## src/hw/rtl/brbd_pkg.sv

```systemverilog
`default_nettype none

package brbd_pkg;

    localparam int DEPTH_DEFAULT     = 64;
    localparam int MAX_DELIM_DEFAULT = 4;

    localparam int CFG_DATA_W  = 32;
    localparam int CFG_INDEX_W = 1;

    localparam logic [CFG_INDEX_W-1:0] REG_DELIM_BYTES  = 1'd0;
    localparam logic [CFG_INDEX_W-1:0] REG_DELIM_LENGTH = 1'd1;

    localparam logic [1:0] KIND_WRITE = 2'd0;
    localparam logic [1:0] KIND_BLOCK = 2'd1;
    localparam logic [1:0] KIND_DELIM = 2'd2;
    localparam logic [1:0] KIND_CLEAR = 2'd3;

    localparam logic [1:0] STATUS_OK        = 2'd0;
    localparam logic [1:0] STATUS_OVERWRITE = 2'd1;
    localparam logic [1:0] STATUS_SHORT     = 2'd2;
    localparam logic [1:0] STATUS_NOT_FOUND = 2'd3;

    typedef struct packed {
        logic [1:0] kind;
        logic [7:0] data_in;
        logic [6:0] read_length;
    } cmd_t;

    typedef struct packed {
        logic [7:0] data_out;
        logic       data_valid;
        logic       last;
        logic [1:0] status;
        logic [6:0] stored_count;
        logic       full_res;
    } result_t;

endpackage

`default_nettype wire

```

## src/hw/rtl/brbd_ram.sv

```systemverilog
`default_nettype none

module brbd_ram #(
    parameter int WIDTH = 8,
    parameter int DEPTH = 64,
    localparam int AW = (DEPTH > 1) ? $clog2(DEPTH) : 1
) (
    input  wire logic             clk,
    input  wire logic             we,
    input  wire logic [AW-1:0]    waddr,
    input  wire logic [WIDTH-1:0] wdata,
    input  wire logic             re,
    input  wire logic [AW-1:0]    raddr,
    output logic      [WIDTH-1:0] rdata
);

    logic [WIDTH-1:0] mem [DEPTH];

    always_ff @(posedge clk)
    begin
        if (we)
        begin
            mem[waddr] <= wdata;
        end
        if (re)
        begin
            rdata <= mem[raddr];
        end
    end

endmodule

`default_nettype wire

```

## src/hw/rtl/byte_ring_buffer_delimited_unit.sv

```systemverilog
`default_nettype none

// Byte ring buffer with write, block read, delimited read and clear commands.
// A command is taken when start is high and busy is low. Write, clear, a block
// read of zero bytes or of more bytes than held, and a delimited read on fewer
// bytes than the delimiter length give one word in the cycle after the command,
// and writes can be issued every cycle. A block read of n bytes keeps busy
// high until its last word and delivers its n words back to back; each word
// passes the state register, the memory read and the result register. A
// delimited read first scans the held bytes from the oldest one at one byte
// per cycle. When the delimiter ends at byte k it then delivers those k words
// like a block read. When the delimiter is absent the scan covers all c held
// bytes and then gives the not-found word. The byte memory has a single read
// port. Each word is on result for exactly one cycle with strobe high; the
// receiver cannot hold it off.
module byte_ring_buffer_delimited_unit
    import brbd_pkg::*;
#(
    parameter int DEPTH         = DEPTH_DEFAULT,
    parameter int MAX_DELIMITER = MAX_DELIM_DEFAULT
) (
    input  wire logic                   clk,
    input  wire logic                   rst_n,
    input  wire logic                   start,
    output logic                        busy,
    input  wire cmd_t                   cmd,
    output logic                        strobe,
    output result_t                     result,
    input  wire logic                   cfg_we,
    input  wire logic [CFG_INDEX_W-1:0] cfg_index,
    input  wire logic [CFG_DATA_W-1:0]  cfg_data
);

    localparam int AW = $clog2(DEPTH);
    localparam int CW = $clog2(DEPTH + 1);
    localparam int LW = $clog2(MAX_DELIMITER + 1);

    localparam logic [1:0] ST_IDLE = 2'd0;
    localparam logic [1:0] ST_SCAN = 2'd1;
    localparam logic [1:0] ST_EMIT = 2'd2;

    logic [1:0]    state_reg, state_next;
    logic [AW-1:0] rp_reg, rp_next;
    logic [AW-1:0] wp_reg, wp_next;
    logic [CW-1:0] cnt_reg, cnt_next;
    logic [AW-1:0] iss_ptr_reg, iss_ptr_next;
    logic [CW-1:0] iss_left_reg, iss_left_next;
    logic [CW-1:0] out_left_reg, out_left_next;
    logic          pend_reg, pend_next;
    logic [CW-1:0] pend_num_reg, pend_num_next;
    logic [7:0]    win_reg [MAX_DELIMITER];
    logic [7:0]    win_next [MAX_DELIMITER];
    logic [31:0]   delim_reg;
    logic [2:0]    dlen_reg;
    logic          strobe_reg, strobe_next;
    result_t       res_reg, res_next;

    logic          ram_we;
    logic          ram_re;
    logic [7:0]    rd_data;
    logic [LW-1:0] eff_len;
    logic [7:0]    dvec [MAX_DELIMITER];
    logic [7:0]    win_new [MAX_DELIMITER];
    logic          mism;
    logic          match;

    function automatic logic [AW-1:0] ptr_next(input logic [AW-1:0] p);
        return (p == AW'(DEPTH - 1)) ? '0 : p + 1'b1;
    endfunction

    function automatic result_t make_res(input logic [7:0] data, input logic valid,
                                         input logic lst, input logic [1:0] st,
                                         input logic [CW-1:0] cnt);
        result_t r;
        r.data_out     = data;
        r.data_valid   = valid;
        r.last         = lst;
        r.status       = st;
        r.stored_count = 7'(cnt);
        r.full_res     = (cnt == CW'(DEPTH));
        return r;
    endfunction

    brbd_ram #(
        .WIDTH(8),
        .DEPTH(DEPTH)
    ) u_ram (
        .clk   (clk),
        .we    (ram_we),
        .waddr (wp_reg),
        .wdata (cmd.data_in),
        .re    (ram_re),
        .raddr (iss_ptr_reg),
        .rdata (rd_data)
    );

    // delimiter length clamped to 1..MAX_DELIMITER
    always_comb
    begin
        if (dlen_reg == 3'd0)
        begin
            eff_len = LW'(1);
        end
        else if (int'(dlen_reg) > MAX_DELIMITER)
        begin
            eff_len = LW'(MAX_DELIMITER);
        end
        else
        begin
            eff_len = LW'(dlen_reg);
        end
    end

    // window: entry 0 is the newest scanned byte; delimiter byte j sits at
    // entry eff_len-1-j
    always_comb
    begin
        for (int j = 0; j < MAX_DELIMITER; j++)
        begin
            dvec[j] = (j < 4) ? delim_reg[8*(j%4) +: 8] : 8'd0;
        end
        win_new[0] = rd_data;
        for (int m = 1; m < MAX_DELIMITER; m++)
        begin
            win_new[m] = win_reg[m-1];
        end
        mism = 1'b0;
        for (int m = 0; m < MAX_DELIMITER; m++)
        begin
            for (int j = 0; j < MAX_DELIMITER; j++)
            begin
                if ((m + j + 1 == int'(eff_len)) && (win_new[m] != dvec[j]))
                begin
                    mism = 1'b1;
                end
            end
        end
        match = !mism && (int'(pend_num_reg) >= int'(eff_len));
    end

    always_comb
    begin
        state_next    = state_reg;
        rp_next       = rp_reg;
        wp_next       = wp_reg;
        cnt_next      = cnt_reg;
        iss_ptr_next  = iss_ptr_reg;
        iss_left_next = iss_left_reg;
        out_left_next = out_left_reg;
        pend_next     = 1'b0;
        pend_num_next = pend_num_reg;
        win_next      = win_reg;
        strobe_next   = 1'b0;
        res_next      = res_reg;
        ram_we        = 1'b0;
        ram_re        = 1'b0;

        unique case (state_reg)
            ST_IDLE:
            begin
                if (start)
                begin
                    unique case (cmd.kind)
                        KIND_WRITE:
                        begin
                            ram_we      = 1'b1;
                            wp_next     = ptr_next(wp_reg);
                            strobe_next = 1'b1;
                            if (cnt_reg == CW'(DEPTH))
                            begin
                                rp_next  = ptr_next(wp_reg);
                                res_next = make_res(8'd0, 1'b0, 1'b1, STATUS_OVERWRITE,
                                                    cnt_reg);
                            end
                            else
                            begin
                                cnt_next = cnt_reg + 1'b1;
                                res_next = make_res(8'd0, 1'b0, 1'b1, STATUS_OK,
                                                    cnt_reg + 1'b1);
                            end
                        end
                        KIND_BLOCK:
                        begin
                            if (cmd.read_length == 7'd0)
                            begin
                                strobe_next = 1'b1;
                                res_next = make_res(8'd0, 1'b0, 1'b1, STATUS_OK, cnt_reg);
                            end
                            else if (cmd.read_length > 7'(cnt_reg))
                            begin
                                strobe_next = 1'b1;
                                res_next = make_res(8'd0, 1'b0, 1'b1, STATUS_SHORT,
                                                    cnt_reg);
                            end
                            else
                            begin
                                state_next    = ST_EMIT;
                                iss_ptr_next  = rp_reg;
                                iss_left_next = CW'(cmd.read_length);
                                out_left_next = CW'(cmd.read_length);
                            end
                        end
                        KIND_DELIM:
                        begin
                            if (int'(cnt_reg) < int'(eff_len))
                            begin
                                strobe_next = 1'b1;
                                res_next = make_res(8'd0, 1'b0, 1'b1, STATUS_NOT_FOUND,
                                                    cnt_reg);
                            end
                            else
                            begin
                                state_next    = ST_SCAN;
                                iss_ptr_next  = rp_reg;
                                iss_left_next = cnt_reg;
                            end
                        end
                        KIND_CLEAR:
                        begin
                            rp_next     = '0;
                            wp_next     = '0;
                            cnt_next    = '0;
                            strobe_next = 1'b1;
                            res_next    = make_res(8'd0, 1'b0, 1'b1, STATUS_OK, '0);
                        end
                        default:
                        begin
                            state_next = ST_IDLE;
                        end
                    endcase
                end
            end
            ST_SCAN:
            begin
                if (iss_left_reg != '0)
                begin
                    ram_re        = 1'b1;
                    iss_ptr_next  = ptr_next(iss_ptr_reg);
                    iss_left_next = iss_left_reg - 1'b1;
                    pend_next     = 1'b1;
                    pend_num_next = cnt_reg - iss_left_reg + 1'b1;
                end
                if (pend_reg)
                begin
                    win_next = win_new;
                    if (match)
                    begin
                        // delimiter end found: hand the byte count over to delivery
                        state_next    = ST_EMIT;
                        iss_ptr_next  = rp_reg;
                        iss_left_next = pend_num_reg;
                        out_left_next = pend_num_reg;
                        pend_next     = 1'b0;
                    end
                    else if (pend_num_reg == cnt_reg)
                    begin
                        state_next  = ST_IDLE;
                        pend_next   = 1'b0;
                        strobe_next = 1'b1;
                        res_next = make_res(8'd0, 1'b0, 1'b1, STATUS_NOT_FOUND, cnt_reg);
                    end
                end
            end
            ST_EMIT:
            begin
                if (iss_left_reg != '0)
                begin
                    ram_re        = 1'b1;
                    iss_ptr_next  = ptr_next(iss_ptr_reg);
                    iss_left_next = iss_left_reg - 1'b1;
                    pend_next     = 1'b1;
                end
                if (pend_reg)
                begin
                    rp_next       = ptr_next(rp_reg);
                    cnt_next      = cnt_reg - 1'b1;
                    out_left_next = out_left_reg - 1'b1;
                    strobe_next   = 1'b1;
                    res_next = make_res(rd_data, 1'b1, out_left_reg == CW'(1), STATUS_OK,
                                        cnt_reg - 1'b1);
                    if (out_left_reg == CW'(1))
                    begin
                        state_next = ST_IDLE;
                    end
                end
            end
            default:
            begin
                state_next = ST_IDLE;
            end
        endcase
    end

    always_ff @(posedge clk or negedge rst_n)
    begin
        if (!rst_n)
        begin
            state_reg    <= ST_IDLE;
            rp_reg       <= '0;
            wp_reg       <= '0;
            cnt_reg      <= '0;
            iss_left_reg <= '0;
            out_left_reg <= '0;
            pend_reg     <= 1'b0;
            strobe_reg   <= 1'b0;
            delim_reg    <= 32'd10;
            dlen_reg     <= 3'd1;
        end
        else
        begin
            state_reg    <= state_next;
            rp_reg       <= rp_next;
            wp_reg       <= wp_next;
            cnt_reg      <= cnt_next;
            iss_left_reg <= iss_left_next;
            out_left_reg <= out_left_next;
            pend_reg     <= pend_next;
            strobe_reg   <= strobe_next;
            if (cfg_we)
            begin
                unique case (cfg_index)
                    REG_DELIM_BYTES:  delim_reg <= cfg_data;
                    REG_DELIM_LENGTH: dlen_reg  <= cfg_data[2:0];
                    default:          dlen_reg  <= dlen_reg;
                endcase
            end
        end
    end

    always_ff @(posedge clk)
    begin
        iss_ptr_reg  <= iss_ptr_next;
        pend_num_reg <= pend_num_next;
        win_reg      <= win_next;
        res_reg      <= res_next;
    end

    assign busy   = (state_reg != ST_IDLE);
    assign strobe = strobe_reg;
    assign result = res_reg;

endmodule

`default_nettype wire

```

## config.mk

```make
export PLATFORM = sky130hd
export DESIGN_NAME = byte_ring_buffer_delimited_unit
export DESIGN_NICKNAME = d
export VERILOG_FILES = /design/src/hw/rtl/brbd_pkg.sv /design/src/hw/rtl/brbd_ram.sv /design/src/hw/rtl/byte_ring_buffer_delimited_unit.sv
export SDC_FILE = /design/constraint.sdc
export NUM_CORES = 1
export LEC_CHECK = 0
export BUFFER_PORTS_ARGS = -buffer_cell sky130_fd_sc_hd__buf_4
export CORE_ASPECT_RATIO = 1.75
export CORE_MARGIN = 4
export CORE_UTILIZATION = 45
export CTS_CLUSTER_DIAMETER = 100
export CTS_CLUSTER_SIZE = 40
export DETAILED_ROUTE_END_ITERATION = 16
export GPL_ROUTABILITY_DRIVEN = 0
export PLACE_DENSITY = 0.63
export SYNTH_ARGS = -nofsm -noshare
export SYNTH_HDL_FRONTEND = slang
export SYNTH_SLANG_ARGS = --single-unit
```

## constraint.sdc

```tcl
create_clock -name clk -period 3.1 [get_ports clk]
set_clock_uncertainty 0.2 [all_clocks]
set_input_delay 0.31 -clock clk [delete_from_list [all_inputs] [get_ports clk]]
set_output_delay 0.31 -clock clk [all_outputs]
set_load 0.02 [all_outputs]
```

Word level (Yosys, flattened, before mapping). Memory sizes are Yosys's and may differ from the RTL's. A register that Yosys moved wholly into a read port is not among the register bits. Index checks and enable logic that the tools add are counted.

Bitwise gates (word level): 1. $lt $le $gt $ge: 4. $add $sub $neg: 9. Reduce and logical (&&, ||, !) cells: 40. Mux-type cells: 99. Equality and inequality tests: 56.

Operators by type and width (count): 20-bit 2-to-1 mux (8); 8-bit != test (16); 7-bit 2-to-1 mux (15); 20-bit one-hot mux with 4 select lines (1); 6-bit 2-to-1 mux (13); 20-bit one-hot mux with 3 select lines (1); 6-bit one-hot mux with 2 select lines (4); 7-bit one-hot mux with 2 select lines (3); 7-bit one-hot mux with 3 select lines (2); 1-bit 2-to-1 mux (34); 7-bit equality test (second input constant) (3); 3-bit != test (second input constant) (7); 7-bit by 1-bit subtractor with 7-bit output (second input constant) (3); 6-bit by 1-bit adder with 6-bit output (second input constant) (3); 6-bit equality test (second input constant) (3); 2-bit 2-to-1 mux (9); 2-bit != test (second input constant) (9); 6-bit one-hot mux with 3 select lines (1); 1-bit logical AND (17); 8-bit AND reduction (2); 7-bit by 1-bit adder with 7-bit output (second input constant) (2); 3-bit equality test (first input constant) (4); 5-bit AND reduction (2); 9-bit 2-to-1 mux (1); other kinds (32) (46).

Logic and storage cells: 231. Memories kept: 1. Bits in writable memories: 512. Input port bits: 54. Flip-flop bits (word level): 129.

Memories: u_ram.mem (words 64, bits a word 8, read ports 1, clocked after memory_dff 1, wr ports 1, RTL line brbd_ram.sv:17) `logic [WIDTH-1:0] mem [DEPTH];`.

Logic depth before layout (Yosys ltp).
Depth after elaboration: 26. Gate-level depth with buffers: 12. Depth with buffers taken out: 11.

Cells and area by module. From an unflattened synthesis, not the netlist that was laid out.

Cell total of the unflattened synthesis: 1809. Area total of the unflattened synthesis: 28637.5 sq um.

By module, submodules not included: brbd_ram (sequential area each 15615.0 sq um, area each 20270.7 sq um, instances 1, cells each 972); byte_ring_buffer_delimited_unit (sequential area each 3517.1 sq um, area each 8366.8 sq um, instances 1, cells each 837).

Least setup slack after synthesis. No wires, ideal clock.

Kind: register to register. From: register cnt_reg[1]. To: register iss_left_reg[2]. Required time: 2.751 ns. Stages on the path, launching flop included: 12. Path slack: -0.050 ns. Library setup time: 0.149 ns. Arrival time: 2.801 ns. Clock period less this slack: 3.150 ns. Cells stage by stage: dfrtp_1 clkbuf_1 inv_1 ha_1 nor2b_1 o21ai_0 a21oi_1 a2111oi_1 o21bai_2 a311o_2 a2111oi_0 a221oi_2.

Cells in the longest elaborated chain, start to end: 3. Elaborated cells between the ends (all ways): 5. Those cells by class: order compare (2); eq/ne (2); reduce/logical (1).

RTL lines: from (decl) (RTL line byte_ring_buffer_delimited_unit.sv:45) `logic [CW-1:0] cnt_reg, cnt_next;`; from (signal assigned) (RTL line byte_ring_buffer_delimited_unit.sv:314) `cnt_reg <= cnt_next;`; 7-bit by 3-bit < comparator with 1-bit output or 7-bit > comparator (tied branches) (RTL line byte_ring_buffer_delimited_unit.sv:205, byte_ring_buffer_delimited_unit.sv:189); 3-bit != test (no line); 6-bit AND reduction (no line) *; to (signal assigned) (RTL line byte_ring_buffer_delimited_unit.sv:315) `iss_left_reg <= iss_left_next;`; to (decl) (RTL line byte_ring_buffer_delimited_unit.sv:47) `logic [CW-1:0] iss_left_reg, iss_left_next;`.

Every way passes the cells marked *; elsewhere a longest branch is shown, timed or not. A chain may end at the register's enable or synchronous reset.

Final worst setup path.
From: register cnt_reg[1]. To: register state_reg[1].

Cells in the longest elaborated chain, start to end: 3. Elaborated cells between the ends (all ways): 7. Those cells by class: order compare (2); eq/ne (4); reduce/logical (1).

RTL lines: 7-bit by 3-bit < comparator with 1-bit output, or another cell as far along (RTL line byte_ring_buffer_delimited_unit.sv:205) `if (int'(cnt_reg) < int'(eff_len))`; 3-bit != test (no line); 9-bit AND reduction (no line) *; to (signal assigned) (RTL line byte_ring_buffer_delimited_unit.sv:311) `state_reg <= state_next;`; to (decl) (RTL line byte_ring_buffer_delimited_unit.sv:42) `logic [1:0] state_reg, state_next;`.

Marked as above.

==> key figures <==
Place
  – Placed cell areas: 30,750 sq um
  – Final HPWL DP: roughly 51,000 um
  – Port buffer count: 75

Synth
  – Post-synthesis cell count: 1,661
  – Mux contribution to synthesized area: approximately 15%
  – Register area share after synthesis: 67.42%
  – Post-synthesis compound-gate area fraction: roughly 4.4%
  – Post-synth EDFFs: 577
  – Mapped cell area: approximately 28,000 sq um
  – Synth Area in XOR/XNOR: 3.426%
  – Flops & latches, synth: 649
  – Async SR Flop Fraction: around 11%
  – Total nets after synthesis: around 1,800
  – Largest family of logic cells by synthesized area: multiplexers
  – Synth cell types: 77
  – Post-Synth Adder-Cell Area: 1.878%
  – Simple-Gate Fraction of Synth Area: 5.352%
  – Synth Flop Type: edfxtp_1
  – YS warnings: 0
  – Synth Area per Inst: 17.09 sq um

STA
  – Max Slew Vio Count: 0
  – Final setup viols: 0
  – Peak Freq: between 300 and 400 MHz
  – Tcrit/Tclk final: 97.29%
  – Slew HR: between 15 and 20%
  – Unrepaired setup endpoints after global routing: true
  – Tmin final: 3.016 ns
  – Final hold violations: 0
  – Worst slew pin tran: 1.229 ns
  – WHS: 0.04587 ns

Global routing
  – Antenna violations before repair: 1
  – First-pass GRT wire length: 108,500 um
  – GRT Total Usage: 21.41%
  – Pin count of the biggest net entering global routing: 65
  – Final global-route overflow total: 0
  – Vias in the first global route: between 15,000 and 20,000

Worst setup path
  – Critical-path cell with the highest stage delay: a311oi_1
  – CP startpoint: cnt_reg[1]
  – Worst Setup End Kind: flop
  – CP startpoint kind: flop
  – Reg2reg start: cnt_reg[1]
  – Crit-path cells: inv_1, ha_1, nor2b_1, o21ai_0, a21oi_1, a2111oi_2, o21bai_2, buf_4, a311oi_1, o21ai_0, a21oi_1
  – Critical Path RT: approximately 3.4 ns
  – CP Max Fanout: 6
  – Max stage delay on crit path: 0.46 ns
  – CP arrival: between 3 and 4 ns
  – Critical path type: flop to flop

Clocking
  – Clk buf depth: 3
  – Sinks on Clock Net: about 650
  – CTS tree: done
  – Htree depth: 1
  – Num CTS Buffers: 20
  – Clock transition at the registers of the reported paths: 0.15 ns
  – CTS root buf: clkbuf_16
  – Clk_lat worst skew: between 0.6 and 0.7 ns

Layout
  – NumNets Final: 1,949
  – Antenna cell count: 0
  – Final instance area: 32,020 sq um
  – Largest register FFs: 512
  – Multi-input gate area: 8736 sq um
  – Layout cells sized above 1: approximately 28%
  – Fillers: 5,080
  – P&R area growth vs syn: 12.84%
  – Fin util: 51.34%
  – Sequential Area: between 15,000 and 20,000 sq um

Detailed routing
  – WL/cell: 27.35 um
  – Via Count: approximately 16,000
  – Antenna-violating nets left: 0
  – DRC viols: 0
  – DR vias/cell: 5.949
  – DR pass1 iterations: 5
  – DRT iter0 DRCs: between 1,000 and 1,500
  – Drt total wl: 72,920 um

Floorplanning
  – FP Rows: 121
  – Starting Density: 45.50%
  – Die extent in x: 197.8 um
  – Core Region: between 60,000 and 70,000 sq um
  – Die ar.: 67,300 sq um
  – Ports: 76
  – Die Y: 340.2 um

Pwr
  – Max IR drop VDD: 779.0 uV
  – Design Power: 0.02568 W
  – Leak: between 10 and 15 nW
  – PwrDens: 801.9 nW/um^2

Worst hold path
  – Hold wc startpoint: cmd[10]
  – Hold Crit Class: primary input to flop

Status
  – Status: completed

Run
  – Max-cap violations: 0
stage by stage:
| step | setup slack (ns) | TNS, ns | instances |
|---|---|---|---|
| floorplan | 0.05984 | 0 | 1661 |
| global placement | -0.2451 | -5.531 | 2573 |
| detailed placement | -0.2948 | -5.796 | 2573 |
| CTS | 0.005079 | 0 | 2657 |
| global route | -0.03157 | -0.05116 | 2666 |
| finish | 0.08415 | 0 | 2666 |
per-layer routing:
metal | global-route usage [%] | routed length (um) | vias to the layer above
li1 | - | - | 6886
met1 | 24.65 | 25780 | 8328
met2 | 40.98 | 40920 | 502
met3 | 1.822 | 2982 | 144
met4 | 7.680 | 3243 | 0
met5 | 0 | 0 | -
report_power, final:
group | leakage [nW] | internal (W) | switching, W | total [W]
sequential | 6.08 | 0.0104 | 0.000581 | 0.0109
combinational | 4.32 | 0.00497 | 0.00592 | 0.0109
clock | 0.290 | 0.00132 | 0.00252 | 0.00385
total | 10.7 | 0.0167 | 0.00903 | 0.0257
cell usage in the layout, fill, tap and decap left out, types with 7 or more instances in the layout:
| cell type | instances |
|---|---|
| a21o_1 | 8 |
| a21oi_1 | 34 |
| a221o_1 | 8 |
| a221oi_1 | 12 |
| and2_1 | 9 |
| buf_12 | 15 |
| buf_4 | 217 |
| clkbuf_1 | 13 |
| clkbuf_16 | 21 |
| dfrtp_1 | 69 |
| dlygate4sd3_1 | 44 |
| edfxtp_1 | 577 |
| ha_1 | 40 |
| inv_1 | 44 |
| mux2_2 | 42 |
| mux4_2 | 168 |
| nand2_1 | 55 |
| nand3_1 | 23 |
| nand4_1 | 12 |
| nor2_1 | 115 |
| nor2b_1 | 9 |
| nor3_1 | 23 |
| nor4_1 | 13 |
| nor4_2 | 7 |
| o21ai_0 | 36 |
| o21ai_1 | 10 |
| or3_1 | 9 |
| xnor2_1 | 48 |
| xor2_1 | 63 |
worst max-delay path, delay by kind of cell (launching register included):
| family | cells | cell delay [ns] |
|---|---|---|
| compound gates | 7 | 1.72 |
| flops | 1 | 0.40 |
| buf+inv | 2 | 0.26 |
| fa+ha+maj | 1 | 0.23 |
| simple gates | 1 | 0.13 |
worst paths after layout:
kind,end,slack [ns],cells after the start
worst max-delay path,state_reg[1],0.08,11
worst min-delay path,u_ram.mem[8][3],0.05,1
worst max register to register,state_reg[1],0.08,11
worst min register to register,win_new[6],0.33,0
max in group asynchronous,delim_reg[1],1.92,3
min in group asynchronous,delim_reg[13],0.08,2
layout make-up:
type / count / share of cell area, %
clock inverters: 2 / 0.1211
flip-flops and latches: 649 / 59.74
inverters: 46 / 0.5392
repair buffers: 276 / 7.400
well taps: 799 / 3.122
multi-input cells: 860 / 27.28
clock buffers: 34 / 1.793
cells by family after synthesis:
group / after synthesis
and+or+nand+nor: 310
DFF: 649
AOI/OAI and AO/OA: 179
muxes: 216
buffers and inverters: 154
adders and majority gates: 42
xor gates and xnor gates: 111
synthesized netlist by cell type, types with 9 or more instances:
cell | number | area [sq um]
nor2_1 | 116 | 435.4
nor2b_1 | 10 | 62.56
xor2_1 | 63 | 551.8
nand3_1 | 23 | 115.1
mux2_2 | 42 | 473.0
ha_1 | 41 | 513.0
clkbuf_1 | 68 | 255.2
a21oi_1 | 36 | 180.2
or3_1 | 9 | 56.30
inv_1 | 44 | 165.2
and2_1 | 9 | 56.30
mux4_2 | 168 | 3784
edfxtp_1 | 577 | 17330
nor4_1 | 17 | 106.4
nand2_1 | 56 | 210.2
xnor2_1 | 48 | 420.4
o21ai_0 | 39 | 195.2
nor3_1 | 23 | 115.1
buf_1 | 14 | 52.55
buf_2 | 20 | 100.1
a221oi_1 | 14 | 122.6
nand4_1 | 12 | 75.07
dfrtp_1 | 69 | 1727
timing repair:
item,CTS,global route
gates resized for setup,4,23
setup buffers,5,6
pin swaps,0,7
gates cloned,0,2
endpoints found under the setup margin,42,32
endpoints found under the hold margin,95,1
hold buffers,43,1
(Power assumes the default switching activity.)
